**config.mk**
```make
export PLATFORM = sky130hd
export DESIGN_NAME = wdba_ctrl
export DESIGN_NICKNAME = d
export VERILOG_FILES = /design/src/design/wdba_pkg.sv /design/src/design/wdba_ctrl.sv
export SDC_FILE = /design/constraint.sdc
export NUM_CORES = 1
export LEC_CHECK = 0
export ABC_AREA = 1
export ABC_CLOCK_PERIOD_IN_PS = 1990
export BUFFER_PORTS_ARGS = -buffer_cell sky130_fd_sc_hd__buf_2
export CORE_MARGIN = 2
export CORE_UTILIZATION = 30
export CTS_CLUSTER_DIAMETER = 200
export DETAILED_ROUTE_END_ITERATION = 10
export MAX_ROUTING_LAYER = met4
export SETUP_SLACK_MARGIN = 0.02
export SLEW_MARGIN = 20
export SYNTH_ARGS = -nofsm -noshare
export SYNTH_HDL_FRONTEND = slang
export SYNTH_SLANG_ARGS = --single-unit
```
**constraint.sdc**
```tcl
create_clock -name clk_i -period 1.99 [get_ports clk_i]
set_input_delay 0.0995 -clock clk_i [delete_from_list [all_inputs] [get_ports clk_i]]
set_output_delay 0.0995 -clock clk_i [all_outputs]
set_load 0.02 [all_outputs]
```
**src/design/wdba_pkg.sv**
```systemverilog
// ----------------------------------------------------------------------------
// wdba_pkg
// Shared widths, constants and the arctangent table of the beamform accumulator.
// ----------------------------------------------------------------------------
package wdba_pkg;

  localparam int unsigned AccWidthDef   = 48;
  localparam int unsigned PhaseBitsDef  = 16;
  localparam int unsigned PosWidth      = 24;
  localparam int unsigned DirWidth      = 48;
  localparam int unsigned OutWidth      = 48;
  localparam int unsigned CordicSteps   = 16;
  localparam int unsigned StepWidth     = 4;
  localparam int unsigned NumSamples    = 4;
  localparam int unsigned SelWidth      = 2;

  localparam logic [31:0] CordicGain    = 32'h26DD3B6A;

  typedef enum logic {
    FUNC_START = 1'b0,
    FUNC_ACCUM = 1'b1
  } func_e;

  typedef struct packed {
    logic load_item;
    logic start_point;
    logic dir_step;
    logic phase_step;
    logic cordic_init;
    logic cordic_step;
    logic cordic_done;
    logic weight_step;
    logic mac_step;
    logic [SelWidth-1:0] sel;
  } cmd_t;

  typedef struct packed {
    logic is_accum;
    logic is_last;
  } stat_t;

  function automatic logic signed [33:0] atan_lut(input logic [StepWidth-1:0] i);
    logic signed [33:0] r;
    r = '0;
    case (i)
      4'd0:  r = 34'sh020000000;
      4'd1:  r = 34'sh012E4051E;
      4'd2:  r = 34'sh009FB385B;
      4'd3:  r = 34'sh0051111D4;
      4'd4:  r = 34'sh0028B0D43;
      4'd5:  r = 34'sh00145D7E1;
      4'd6:  r = 34'sh000A2F61E;
      4'd7:  r = 34'sh000517C55;
      4'd8:  r = 34'sh00028BE53;
      4'd9:  r = 34'sh000145F2F;
      4'd10: r = 34'sh0000A2F98;
      4'd11: r = 34'sh0000517CC;
      4'd12: r = 34'sh000028BE6;
      4'd13: r = 34'sh0000145F3;
      4'd14: r = 34'sh00000A2FA;
      4'd15: r = 34'sh00000517D;
      default: r = '0;
    endcase
    return r;
  endfunction

endpackage

```
**src/design/wdba_ctrl.sv**
```systemverilog
// ----------------------------------------------------------------------------
// wdba_ctrl
// Sequencer: datapath direction steps, or phase, cordic, weight, accumulate.
// ----------------------------------------------------------------------------
module wdba_ctrl (
  input  logic           clk_i,
  input  logic           rst_ni,
  input  logic           in_valid_i,
  output logic           in_ready_o,
  output logic           out_valid_o,
  input  logic           out_ready_i,
  input  wdba_pkg::stat_t stat_i,
  output wdba_pkg::cmd_t  cmd_o
);
  import wdba_pkg::*;

  typedef enum logic [2:0] {
    S_IDLE, S_DIR, S_PHASE, S_CORDIC, S_WEIGHT, S_MAC, S_OUT
  } state_e;

  state_e               state_q;
  logic [StepWidth-1:0] cnt_q;
  logic                 out_valid_q;

  assign in_ready_o  = (state_q == S_IDLE) && !out_valid_q;
  assign out_valid_o = out_valid_q;

  always_comb begin
    cmd_o = '0;
    cmd_o.sel = cnt_q[SelWidth-1:0];
    cmd_o.load_item = in_valid_i && in_ready_o;
    unique case (state_q)
      S_DIR:    cmd_o.dir_step    = 1'b1;
      S_PHASE: begin
        cmd_o.phase_step = 1'b1;
        cmd_o.cordic_init = (cnt_q[SelWidth-1:0] == 2'd2);
      end
      S_CORDIC: begin
        cmd_o.cordic_step = 1'b1;
      end
      S_WEIGHT: begin
        // round the cordic outputs, then imaginary and real weighted parts
        cmd_o.cordic_done = (cnt_q[SelWidth-1:0] == 2'd0);
        cmd_o.weight_step = (cnt_q[SelWidth-1:0] != 2'd0);
      end
      S_MAC:    cmd_o.mac_step    = 1'b1;
      default: ;
    endcase
    if (state_q == S_DIR && cnt_q[SelWidth-1:0] == 2'd0) cmd_o.start_point = 1'b1;
  end

  always_ff @(posedge clk_i or negedge rst_ni) begin
    if (!rst_ni) begin
      state_q     <= S_IDLE;
      cnt_q       <= '0;
      out_valid_q <= 1'b0;
    end else begin
      if (out_valid_q && out_ready_i) out_valid_q <= 1'b0;
      unique case (state_q)
        S_IDLE: begin
          cnt_q <= '0;
          if (in_valid_i && in_ready_o) state_q <= S_DIR;
        end
        S_DIR: begin
          // three direction products on a start, otherwise go to the dot product
          if (!stat_i.is_accum) begin
            if (cnt_q[SelWidth-1:0] == 2'd2) begin
              cnt_q   <= '0;
              state_q <= S_OUT;
            end else begin
              cnt_q <= cnt_q + 1'b1;
            end
          end else begin
            state_q <= S_PHASE;
          end
        end
        S_PHASE: begin
          if (cnt_q[SelWidth-1:0] == 2'd2) begin
            cnt_q   <= '0;
            state_q <= S_CORDIC;
          end else begin
            cnt_q <= cnt_q + 1'b1;
          end
        end
        S_CORDIC: begin
          if (cnt_q == StepWidth'(CordicSteps - 1)) begin
            cnt_q   <= '0;
            state_q <= S_WEIGHT;
          end else begin
            cnt_q <= cnt_q + 1'b1;
          end
        end
        S_WEIGHT: begin
          if (cnt_q[SelWidth-1:0] == 2'd2) begin
            cnt_q   <= '0;
            state_q <= S_MAC;
          end else begin
            cnt_q <= cnt_q + 1'b1;
          end
        end
        S_MAC: begin
          if (cnt_q[SelWidth-1:0] == 2'd3) begin
            cnt_q   <= '0;
            state_q <= S_OUT;
          end else begin
            cnt_q <= cnt_q + 1'b1;
          end
        end
        S_OUT: begin
          if (stat_i.is_last) out_valid_q <= 1'b1;
          state_q <= S_IDLE;
        end
        default: state_q <= S_IDLE;
      endcase
    end
  end

endmodule

```
=== Word level (Yosys, flattened, before mapping) ===
Index checks and enable logic that the tools add are counted.
Widths: inputs -> output; s select.

* Output and inout port bits: 13
* Word-level logic and storage cells: 54
* Input bits: 6
* Bits in registers: 8

* Mux-type cells: 22
* Equality and inequality tests: 16
* Reductions and logical operators: 12
* Add/subtract/negate cells: 1

{| class="wikitable"
|+ Operators with widths
! cell !! count
|-
| $mux 3 || 7
|-
| $pmux 4 s5 || 1
|-
| $pmux 3 s6 || 1
|-
| $mux 4 || 4
|-
| $ne 2x2->1 const B || 6
|-
| $eq 3x3->1 const B || 3
|-
| $mux 1 || 7
|-
| $eq 3x2->1 const B || 2
|-
| $reduce_and 6->1 || 1
|-
| $reduce_bool 5->1 || 1
|-
| $add 4x1->4 const B || 1
|-
| $eq 2x2->1 const B || 2
|-
| $eq 4x4->1 const B || 1
|-
| $logic_and 1x1->1 || 4
|-
| $mux 2 || 2
|-
| $eq 3x1->1 const B || 1
|-
| $logic_not 3->1 || 1
|-
| $ne 3x2->1 const B || 1
|-
| $logic_not 2->1 || 1
|-
| $reduce_and 2->1 || 1
|-
| $reduce_bool 2->1 || 1
|-
| $reduce_or 2->1 || 1
|-
| $logic_not 1->1 || 1
|}

=== Longest topological paths before layout ===
Gate-level depths: netlist (run 1).

* Depth after elaboration: 5
* Depth in mapped cells: 10

=== Least setup slack after synthesis (run 1) ===
No wires, ideal clock.

* Path kind: register to register
* Start point: register state_q[1]
* End point: register state_q[2]
* Setup time: 0.117 ns
* Buffers on the path: 1
* Setup slack: 0.585 ns
* Cell stages (with the launch flop): 10
* Arrival time: 1.288 ns
* Path through: dfrtp_1 > buf_6 > inv_6 > nand2_4 > nor2_1 > nand2_1 > nand3_2 > nand2_2 > nand3_1 > nand2_1

* Cells in the longest elaborated chain, start to end: 5

{| class="wikitable"
|+ Ends and longest elaborated chain
! what !! line !! RTL
|-
| from (decl) || wdba_ctrl.sv:21 || <nowiki>state_e state_q;</nowiki>
|-
| from (signal assigned) || wdba_ctrl.sv:54 || <nowiki>state_q <= S_IDLE;</nowiki>
|-
| from (signal assigned) || wdba_ctrl.sv:62 || <nowiki>if (in_valid_i && in_ready_o) state_q <= S_DIR;</nowiki>
|-
| from (signal assigned) || wdba_ctrl.sv:69 || <nowiki>state_q <= S_OUT;</nowiki>
|-
| $logic_not 3->1 || wdba_ctrl.sv:25, wdba_ctrl.sv:59 ||
|-
| $logic_and 1x1->1 || wdba_ctrl.sv:25 || <nowiki>assign in_ready_o = (state_q == S_IDLE) && !out_valid_q;</nowiki>
|-
| $logic_and 1x1->1 || wdba_ctrl.sv:62 ||
|-
| $ne 2x2->1 (no source line) || -- ||
|-
| $reduce_and 6->1 (no source line) || -- ||
|}

Several ways; a longest one is shown, not always the timed one.
A chain may end at the register's enable or synchronous reset.

==> results of run 1 <==
Yosys cell counts (all sizes together):
| cell type | n | area [sq um] |
|---|---|---|
| nand2 | 34 | 143 |
| dfrtp | 8 | 200 |
| a21oi | 1 | 5.00 |
| o21ai | 5 | 32.5 |
| nor2 | 15 | 63.8 |
| nor3b | 1 | 7.51 |
| ha | 6 | 75.1 |
| inv | 16 | 65.1 |
| buf | 4 | 37.5 |
| o211ai | 1 | 7.51 |
| xor2 | 1 | 8.76 |
| nand3b | 1 | 7.51 |
| nand3 | 14 | 90.1 |
sequential cells by signal (all words and copies together), names as in the netlist:
name,flops
cnt_q,4
state_q,3
out_valid_o,1
cell families (layout without fill, tap and decap cells):
kind of cell,Yosys count,after routing,share of synthesized area [%]
AOI/OAI and AO/OA,7,7,6.06
xor gates and xnor gates,1,1,1.18
adders and majority gates,6,6,10.1
buffers and inverters,20,38,13.8
DFF,8,8,26.9
and+or+nand+nor,65,65,41.9
worst paths after layout:
| kind | start | end | cells past startpoint |
|---|---|---|---|
| hold / removal | out_ready_i | out_valid_o | 2 |
| max in group asynchronous | rst_ni | state_q[1] | 2 |
| setup reg to reg | cnt_q[0] | state_q[0] | 8 |
| setup / recovery | state_q[0] | cmd_o[10] | 4 |
| hold reg to reg | cnt_q[3] | cnt_q[3] | 2 |
| min in group asynchronous | rst_ni | cnt_q[0] | 2 |
layer usage:
| metal | global-route usage (%) | up-vias |
|---|---|---|
| met5 | - | - |
| met4 | 8.97 | 0 |
| met3 | 0.833 | 4 |
| met2 | 20.1 | 13 |
| met1 | 16.2 | 311 |
| li1 | - | 368 |
where the power goes:
part	total, mW	switching (mW)	internal, mW
logic	0.908	0.593	0.315
registers	0.345	0.121	0.225
clock network	0.120	0.0516	0.0688
total	1.37	0.765	0.608
worst max-delay path, stage by stage, from the launching register on:
cell	delay, ps
dfrtp_1	510
nor2_2	190
nand2_2	80
nor3b_1	190
buf_2	200
metrics by stage:
step                      hold slack (ps)  cells  setup slack, ps  util (%)
after floorplan                      -196    107              585         -
after global placement              -45.5    151              564      34.6
after detailed placement            -47.6    151              519      34.6
after CTS                            52.6    155              481      35.9
after global routing                 59.0    155              366      35.9
final                                47.8    155              484      35.9
final cells by class:
| type | instances | area [sq um] |
|---|---|---|
| multi-input combinational | 79 | 440 |
| sequential | 8 | 200 |
| inverter | 16 | 65.1 |
| tap | 30 | 37.5 |
| timing repair buffer | 19 | 100 |
| clock buffer | 3 | 22.5 |
| fill | 249 | 1540 |
==> out/results.txt, run 1 <==
Via density - 4.49
Slew headroom - 75.0%
CTS root buf - clkbuf_4
Hold Vio Cnt, Final - 0
Placed cell areas - 833 sq um
Commonest non-fill, non-tap cell in the layout - nand2_1
Post-synth cell types - 22
Diode count - 0
Clock Skew - 0.182 ps
Total number of vias - 696
Routed met3 length - 62 um
CORE AREA - 2410 sq um
Rows - 18
Mapped Area - 743 sq um
Nets - 139
Die W - 53.8 um
H-tree level count - 1
# Max-Cap Violations - 0
DRC Markers - 0
Area of the die - 2890 sq um
Port Buffers - 18
Syn avg cell area - 6.95 sq um
Initial DRC Count - 11
Period utilisation layout - 75.7%
Synthesized Nets - 119
Post-Route WL - 1580 um
Post-CTS Hold Buffers - 1
Initial Util - 30.8%
Arrival @ worst endpoint - 1410 ps
Clk_lat worst skew - 250 ps
GPL Wtd Cong - 0.865
Cells after synthesis - 107
Final Instance Area - 866 sq um
Setup bufs post-CTS - 0
Post-synthesis register bit count - 8
DR WL/cell - 10.2 um
Post-CTS sizing - 0
Crit path time final - 1510 ps
Most frequent cells in the layout - nand2_1 (30), buf_2 (18), inv_1 (13), nor2_1 (12), nand3_1 (10)
Clk sinks - 8
Slew at the pin closest to its max-slew limit - 375 ps
TritonCTS clock tree - yes
Max clock buf depth - 2
First-pass GRT wire length - 2610 um
Total power - 1.37 mW
Hold Crit Class - primary input to flop
CP Capture Type - output port
Global-route usage over all layers - 13.0%
DR WL met2 - 716 um
Startpoint types - flop
# IOs - 19
Largest fanout on the critical path - 9
DR pass1 iterations - 4
Synthesis warning total - 0
Detail Placement HPWL - 1330 um
Vias in the first global route - 632
RSZ-0062 raised after global routing - false
Num CTS Buffers - 3
Sequential area share after synthesis - 26.9%
Pin count of the biggest net entering global routing - 10
Antenna viol nets, final - 0
Worst IR drop on VDD - 0.604 mV
Grt total ovfl - 0
Initial antenna violation count - 0
TNS Setup - 0 ps
Slew Viols, Final - 0
Maximum clock rate - 664 MHz
Setup Crit Path Kind - flop to output port
Uppermost routed layer - met4
Power per cell area - 1590 nW/um^2
M1 wire length - 762 um
Status - finished clean
P&R area growth vs syn - 16.5%
Register-to-register setup slack - 500 ps
Endpoints failing setup - 0
Leak - 0.525 nW
Crit path required time - 1890 ps
Clk slew on worst S/H paths - 50 ps
Share of layout cells above drive strength 1 - 29.6%
Die height - 53.8 um
Power figures use the tool's default switching activity.
==> run 2, diff against run 1 <==
- ABC_CLOCK_PERIOD_IN_PS: 1990 -> 1210
- clock period: 1.99 -> 1.21 ns (I/O delays scaled with it)
==> run 2 against run 1 <==
- the run now ends with negative setup slack left
- clock skew is 4.1 ps higher
- design area up 66%
- sequential share of layout area shrank 8.9 points
- worst hold slack better by 17 ps
- register-to-register slack got worse by 660 ps
- non-clock buffer count is 36 higher
- clock-buffer cell count unchanged
- critical path type unchanged
==> out/results.txt, run 2 (synthesis results as in run 1) <==
Diode count - 0 (unchanged)
Setup Crit Path Kind - flop to output port
Endpoints failing setup - 17 (+17)
Clock Skew - 4.25 ps (+4.06 ps)
Status - finished, violations left
Clk sinks - 8 (unchanged)
Max clock buf depth - 2 (unchanged)
Crit path required time - 1150 ps (-740 ps)
Post-Route WL - 2240 um (+42%)
DR pass1 iterations - 4 (unchanged)
DRC Markers - 0 (unchanged)
CP Capture Type - output port
CTS root buf - clkbuf_4
Hold Crit Class - primary input to flop
Detail Placement HPWL - 1500 um (+13%)
Failing checks - negative setup slack
CORE AREA - 2410 sq um (unchanged)
Largest register FFs - 4 (unchanged)
Initial antenna violation count - 0 (unchanged)
First-pass GRT wire length - 3530 um (+35%)
Pin count of the biggest net entering global routing - 9 (-1)
Most flop-heavy register - cnt_q
DR WL/cell - 11.7 um (+15%)
RSZ-0062 raised after global routing - true
P&R area growth vs syn - 93.9%
Critical R2R Launch - state_q[1]
Slew at the pin closest to its max-slew limit - 285 ps (-89.6 ps)
Startpoint types - flop
Commonest non-fill, non-tap cell in the layout - buf_4
Int Pwr - 2.05 mW (+240%)
TritonCTS clock tree - yes
Leak - 0.737 nW (+40%)
Combinational power share - 80.8% (+15 points)
Grt total ovfl - 0 (unchanged)
Clk slew on worst S/H paths - 50 ps (about the same)
Initial Util - 30.8% (unchanged)
TNS Setup - -2390 ps (-2390 ps)
# IOs - 19 (unchanged)
Num CTS Buffers - 3 (unchanged)
Sw Ratio - 47.6% (-8.1 points)
Port Buffers - 18 (unchanged)
Maximum clock rate - 712 MHz
Register-to-Register Path Depth - 11 (+3)
Die height - 53.8 um (unchanged)
Final Core Density - 59.8% (+24 points)
Net Sw Power - 1.86 mW (+140%)
# Max-Cap Violations - 0 (unchanged)
Critical R2R Capture - state_q[2]
Place WS - -107 ps (-626 ps)
Register-to-register setup slack - -160 ps (-660 ps)
Area of the die - 2890 sq um (unchanged)
Period utilisation layout - 116%
Power per cell area - 2720 nW/um^2 (+71%)
Die W - 53.8 um (unchanged)
Largest fanout on the critical path - 5 (-4)
Rows - 18 (unchanged)
Hold wc startpoint - stat_i[0]
Global-route usage over all layers - 17.4% (+4.3 points)
Via density - 4.72 (+5.2%)
Crit path time final - 1410 ps
Nets - 175 (+26%)
Hold Vio Cnt, Final - 0 (unchanged)
H-tree level count - 1 (unchanged)
Hold path endpoint - out_valid_o
Arrival @ worst endpoint - 1340 ps (-70 ps)
Clk_lat worst skew - 260 ps (about the same)
Worst IR drop on VDD - 1.74 mV (+190%)
Final Instance Area - 1440 sq um (+66%)
Clock share of power - 5.2% (-3.6 points)
Most frequent cells in the layout - buf_4 (26), nand2_1 (23), buf_6 (19), nor2_4 (8), buf_2 (8)
Slew headroom - 81.0% (+6.0 points)
Sequential power share - 14.0% (-11 points)
Total number of vias - 902 (+30%)
GPL Wtd Cong - 0.846 (-2.2%)
Hold path depth - 3 (+1)
Slew Viols, Final - 0 (unchanged)
Antenna viol nets, final - 0 (unchanged)
Final setup margin - -195 ps (-679 ps)
Initial DRC Count - 21 (+10)
Vias in the first global route - 859 (+36%)
Placed cell areas - 1020 sq um (+23%)
Share of layout cells above drive strength 1 - 64.6% (+35 points)
[run 2: worst max-delay path by stage]
stage	endpoint	slack, ps	depth (start not counted)	from
after detailed placement	cnt_q[3]	-110	7	state_q[1]
after CTS	cmd_o[10]	-200	6	state_q[2]
after global routing	cmd_o[6]	-270	5	state_q[0]
final	cmd_o[10]	-200	5	state_q[1]
after global placement	state_q[0]	-110	7	state_q[1]
after floorplan	cnt_q[2]	-50	7	cnt_q[1]
[run 2: layout make-up]
type	instances	area (sq um)
fill	213	968
inverter	16	77.6
sequential	8	205
tap	30	37.5
clock buffer	3	22.5
multi-input combinational	79	629
timing repair buffer	55	469
[run 2: power by group through the flow]
stage                     combinational [mW]  sequential, mW  clock [mW]
after detailed placement                1.99           0.550           0
after CTS                               2.65           0.535       0.212
after floorplan                         1.37           0.500           0
after global routing                    3.44           0.561       0.220
after global placement                  1.95           0.544           0
final                                   3.16           0.546       0.205
[run 2: worst max-delay path, stage by stage, from the launching register on]
cell	delay (ps)
dfrtp_2	450
nor2_4	150
nand2_2	80
buf_6	120
nor3b_2	140
buf_4	160
[run 2: metal layers]
metal | part of all wire, % | up-vias | wire [um] | GRT usage (%)
met3 | 4.4 | 7 | 99 | 4.17
met5 | 0 | - | 0 | -
met4 | 1.4 | 0 | 31 | 5.98
met1 | 37 | 432 | 838 | 18.3
li1 | - | 441 | - | -
met2 | 57 | 22 | 1270 | 31.3
[run 2: what timing repair did]
item	CTS	global route
hold buffers	2	0
hold endpoints to repair	9	0
resized for setup	39	37
pin swaps	7	19
setup buffers	13	3
endpoints found under the setup margin	17	18
[run 2: per-stage QoR]
step / power (mW) / hold slack [ps] / std cells
2_1_floorplan: 1.87 / -235 / 107
3_3_place_gp: 2.50 / -87.0 / 171
3_5_place_dp: 2.54 / -89.8 / 171
4_1_cts: 3.40 / 58.9 / 189
5_1_grt: 4.22 / 73.2 / 191
6_report: 3.92 / 64.9 / 191
==> run 3, diff against run 2 <==
- MAX_ROUTING_LAYER: met4 -> default
==> run 3 against run 2 <==
- sequential cell count stayed put
- via count stayed put
- sequential power is essentially flat
- design area unchanged
- die area is the same
- the run still ends with negative setup slack left
- critical path depth is the same
- highest routed layer unchanged
- register-to-register slack is essentially flat
==> out/results.txt, run 3 (synthesis results as in run 1) <==
# Max-Cap Violations - 0 (unchanged)
Die height - 53.8 um (unchanged)
Leak - 0.737 nW (unchanged)
TNS Setup - -2390 ps (+3.92 ps)
CP startpoint - state_q[1]
Via density - 4.72 (unchanged)
Clk sinks - 8 (unchanged)
Commonest non-fill, non-tap cell in the layout - buf_4
# IOs - 19 (unchanged)
Hold Vio Cnt, Final - 0 (unchanged)
Critical R2R Launch - state_q[1]
TritonCTS clock tree - yes
Die W - 53.8 um (unchanged)
Initial Util - 30.8% (unchanged)
RSZ-0062 raised after global routing - true
Initial DRC Count - 22 (+4.8%)
Most frequent cells in the layout - buf_4 (26), nand2_1 (23), buf_6 (19), nor2_4 (8), buf_2 (8)
Setup Crit Path Kind - flop to output port
Met2 global-route usage - 31.5% (+0.20 points)
Global-route usage over all layers - 16.9% (-0.43 points)
Slew Viols, Final - 0 (unchanged)
Period utilisation layout - 116% (about the same)
Status - finished, violations left
DR pass1 iterations - 4 (unchanged)
H-tree level count - 1 (unchanged)
Maximum clock rate - 712 MHz (about the same)
Endpoints failing setup - 17 (unchanged)
Slew at the pin closest to its max-slew limit - 285 ps (unchanged)
Grt met1 use - 18.3% (unchanged)
Clock Skew - 4.31 ps (+0.0597 ps)
Max clock buf depth - 2 (unchanged)
First-pass GRT wire length - 3540 um (+0.20%)
Detail Placement HPWL - 1500 um (unchanged)
Rows - 18 (unchanged)
Failing checks - negative setup slack
Num CTS Buffers - 3 (unchanged)
Grt peak-use layer - met2
GPL Wtd Cong - 0.833 (-1.5%)
Critical-path top delay cell - dfrtp_2
Final setup margin - -195 ps (+0.395 ps)
Largest register FFs - 4 (unchanged)
CORE AREA - 2410 sq um (unchanged)
Post-Route WL - 2240 um (about the same)
Startpoint types - flop
Delay-heaviest family, CP - flip-flops
Place WS - -107 ps (unchanged)
Worst IR drop on VDD - 1.74 mV (about the same)
DR WL/cell - 11.7 um (about the same)
Port Buffers - 18 (unchanged)
Grt total ovfl - 0 (unchanged)
Worst path cell trace - nor2_4 -> nand2_2 -> buf_6 -> nor3b_2 -> buf_4
Area of the die - 2890 sq um (unchanged)
Arrival @ worst endpoint - 1340 ps (about the same)
DRC Markers - 0 (unchanged)
Diode count - 0 (unchanged)
Vias in the first global route - 860 (+0.12%)
Total number of vias - 902 (unchanged)
CTS root buf - clkbuf_4
Hold Crit Class - primary input to flop
CP Capture Type - output port
Clk_lat worst skew - 250 ps (about the same)
GR Util met3 - 4.17% (unchanged)
Most flop-heavy register - cnt_q
P&R area growth vs syn - 93.9% (unchanged)
Pin count of the biggest net entering global routing - 9 (unchanged)
Power per cell area - 2720 nW/um^2 (about the same)
Clk slew on worst S/H paths - 50 ps (about the same)
Antenna viol nets, final - 0 (unchanged)
Crit path required time - 1150 ps (about the same)
CP bufs+invs - 2 (unchanged)
Largest fanout on the critical path - 5 (unchanged)
Initial antenna violation count - 0 (unchanged)
Crit path largest cell delay - 450 ps (about the same)
Slew headroom - 81.0% (unchanged)
Nets - 175 (unchanged)
Hold wc startpoint - stat_i[0]
Crit path time final - 1400 ps (-0.395 ps)
Share of layout cells above drive strength 1 - 64.6% (unchanged)
run 3: timing repair:
item,in CTS,in global routing
resized for setup,39,37
setup buffers,13,3
hold buffers,2,0
pin swaps,7,19
endpoints found under the hold margin,9,0
setup endpoints to repair,17,18
run 3: power by group:
| group | switching [mW] | internal (mW) | total [mW] |
|---|---|---|---|
| clock | 0.0909 | 0.114 | 0.204 |
| sequential | 0.163 | 0.384 | 0.546 |
| combinational | 1.61 | 1.55 | 3.16 |
run 3: per-stage QoR:
stage	area, sq um	std cells	total power [mW]	hold WS (ps)	utilization, %
floorplan	781	107	1.87	-235	-
global placement	1020	171	2.50	-87.0	42.4
detailed placement	1020	171	2.54	-89.8	42.4
CTS	1290	189	3.40	58.9	53.5
global route	1440	191	4.22	73.2	59.8
finish	1440	191	3.92	65.3	59.8
run 3: layout make-up:
type | count | area (sq um)
inverter | 16 | 77.6
tap | 30 | 37.5
fill | 213 | 968
timing repair buffer | 55 | 469
clock buffer | 3 | 22.5
sequential | 8 | 205
multi-input combinational | 79 | 629
run 3: path summary, 6_finish.rpt:
| path | end | slack [ps] | cells past startpoint |
|---|---|---|---|
| max in group asynchronous | state_q[2] | 860 | 2 |
| max reg2reg | state_q[2] | -160 | 11 |
| min | out_valid_o | 70 | 3 |
| max | cmd_o[10] | -190 | 5 |
| min in group asynchronous | cnt_q[3] | 170 | 2 |
| min reg2reg | cnt_q[3] | 590 | 2 |
run 3: layer usage:
| metal | vias up | routed length (um) | part of all wire, % |
|---|---|---|---|
| met4 | 0 | 29 | 1.3 |
| li1 | 441 | - | - |
| met2 | 22 | 1270 | 57 |
| met1 | 432 | 838 | 37 |
| met5 | - | 0 | 0 |
| met3 | 7 | 99 | 4.4 |
run 3: worst reg2reg max path, cell delays in order (launching register included):
cell     delay (ps)
dfrtp_2         450
buf_6           150
inv_8            60
buf_6            90
nand2_4          50
nor2_4          130
nand2_2          80
nand3_2          70
nand2_2          70
nand2_2          80
nand2_1          50
nand2_1          50
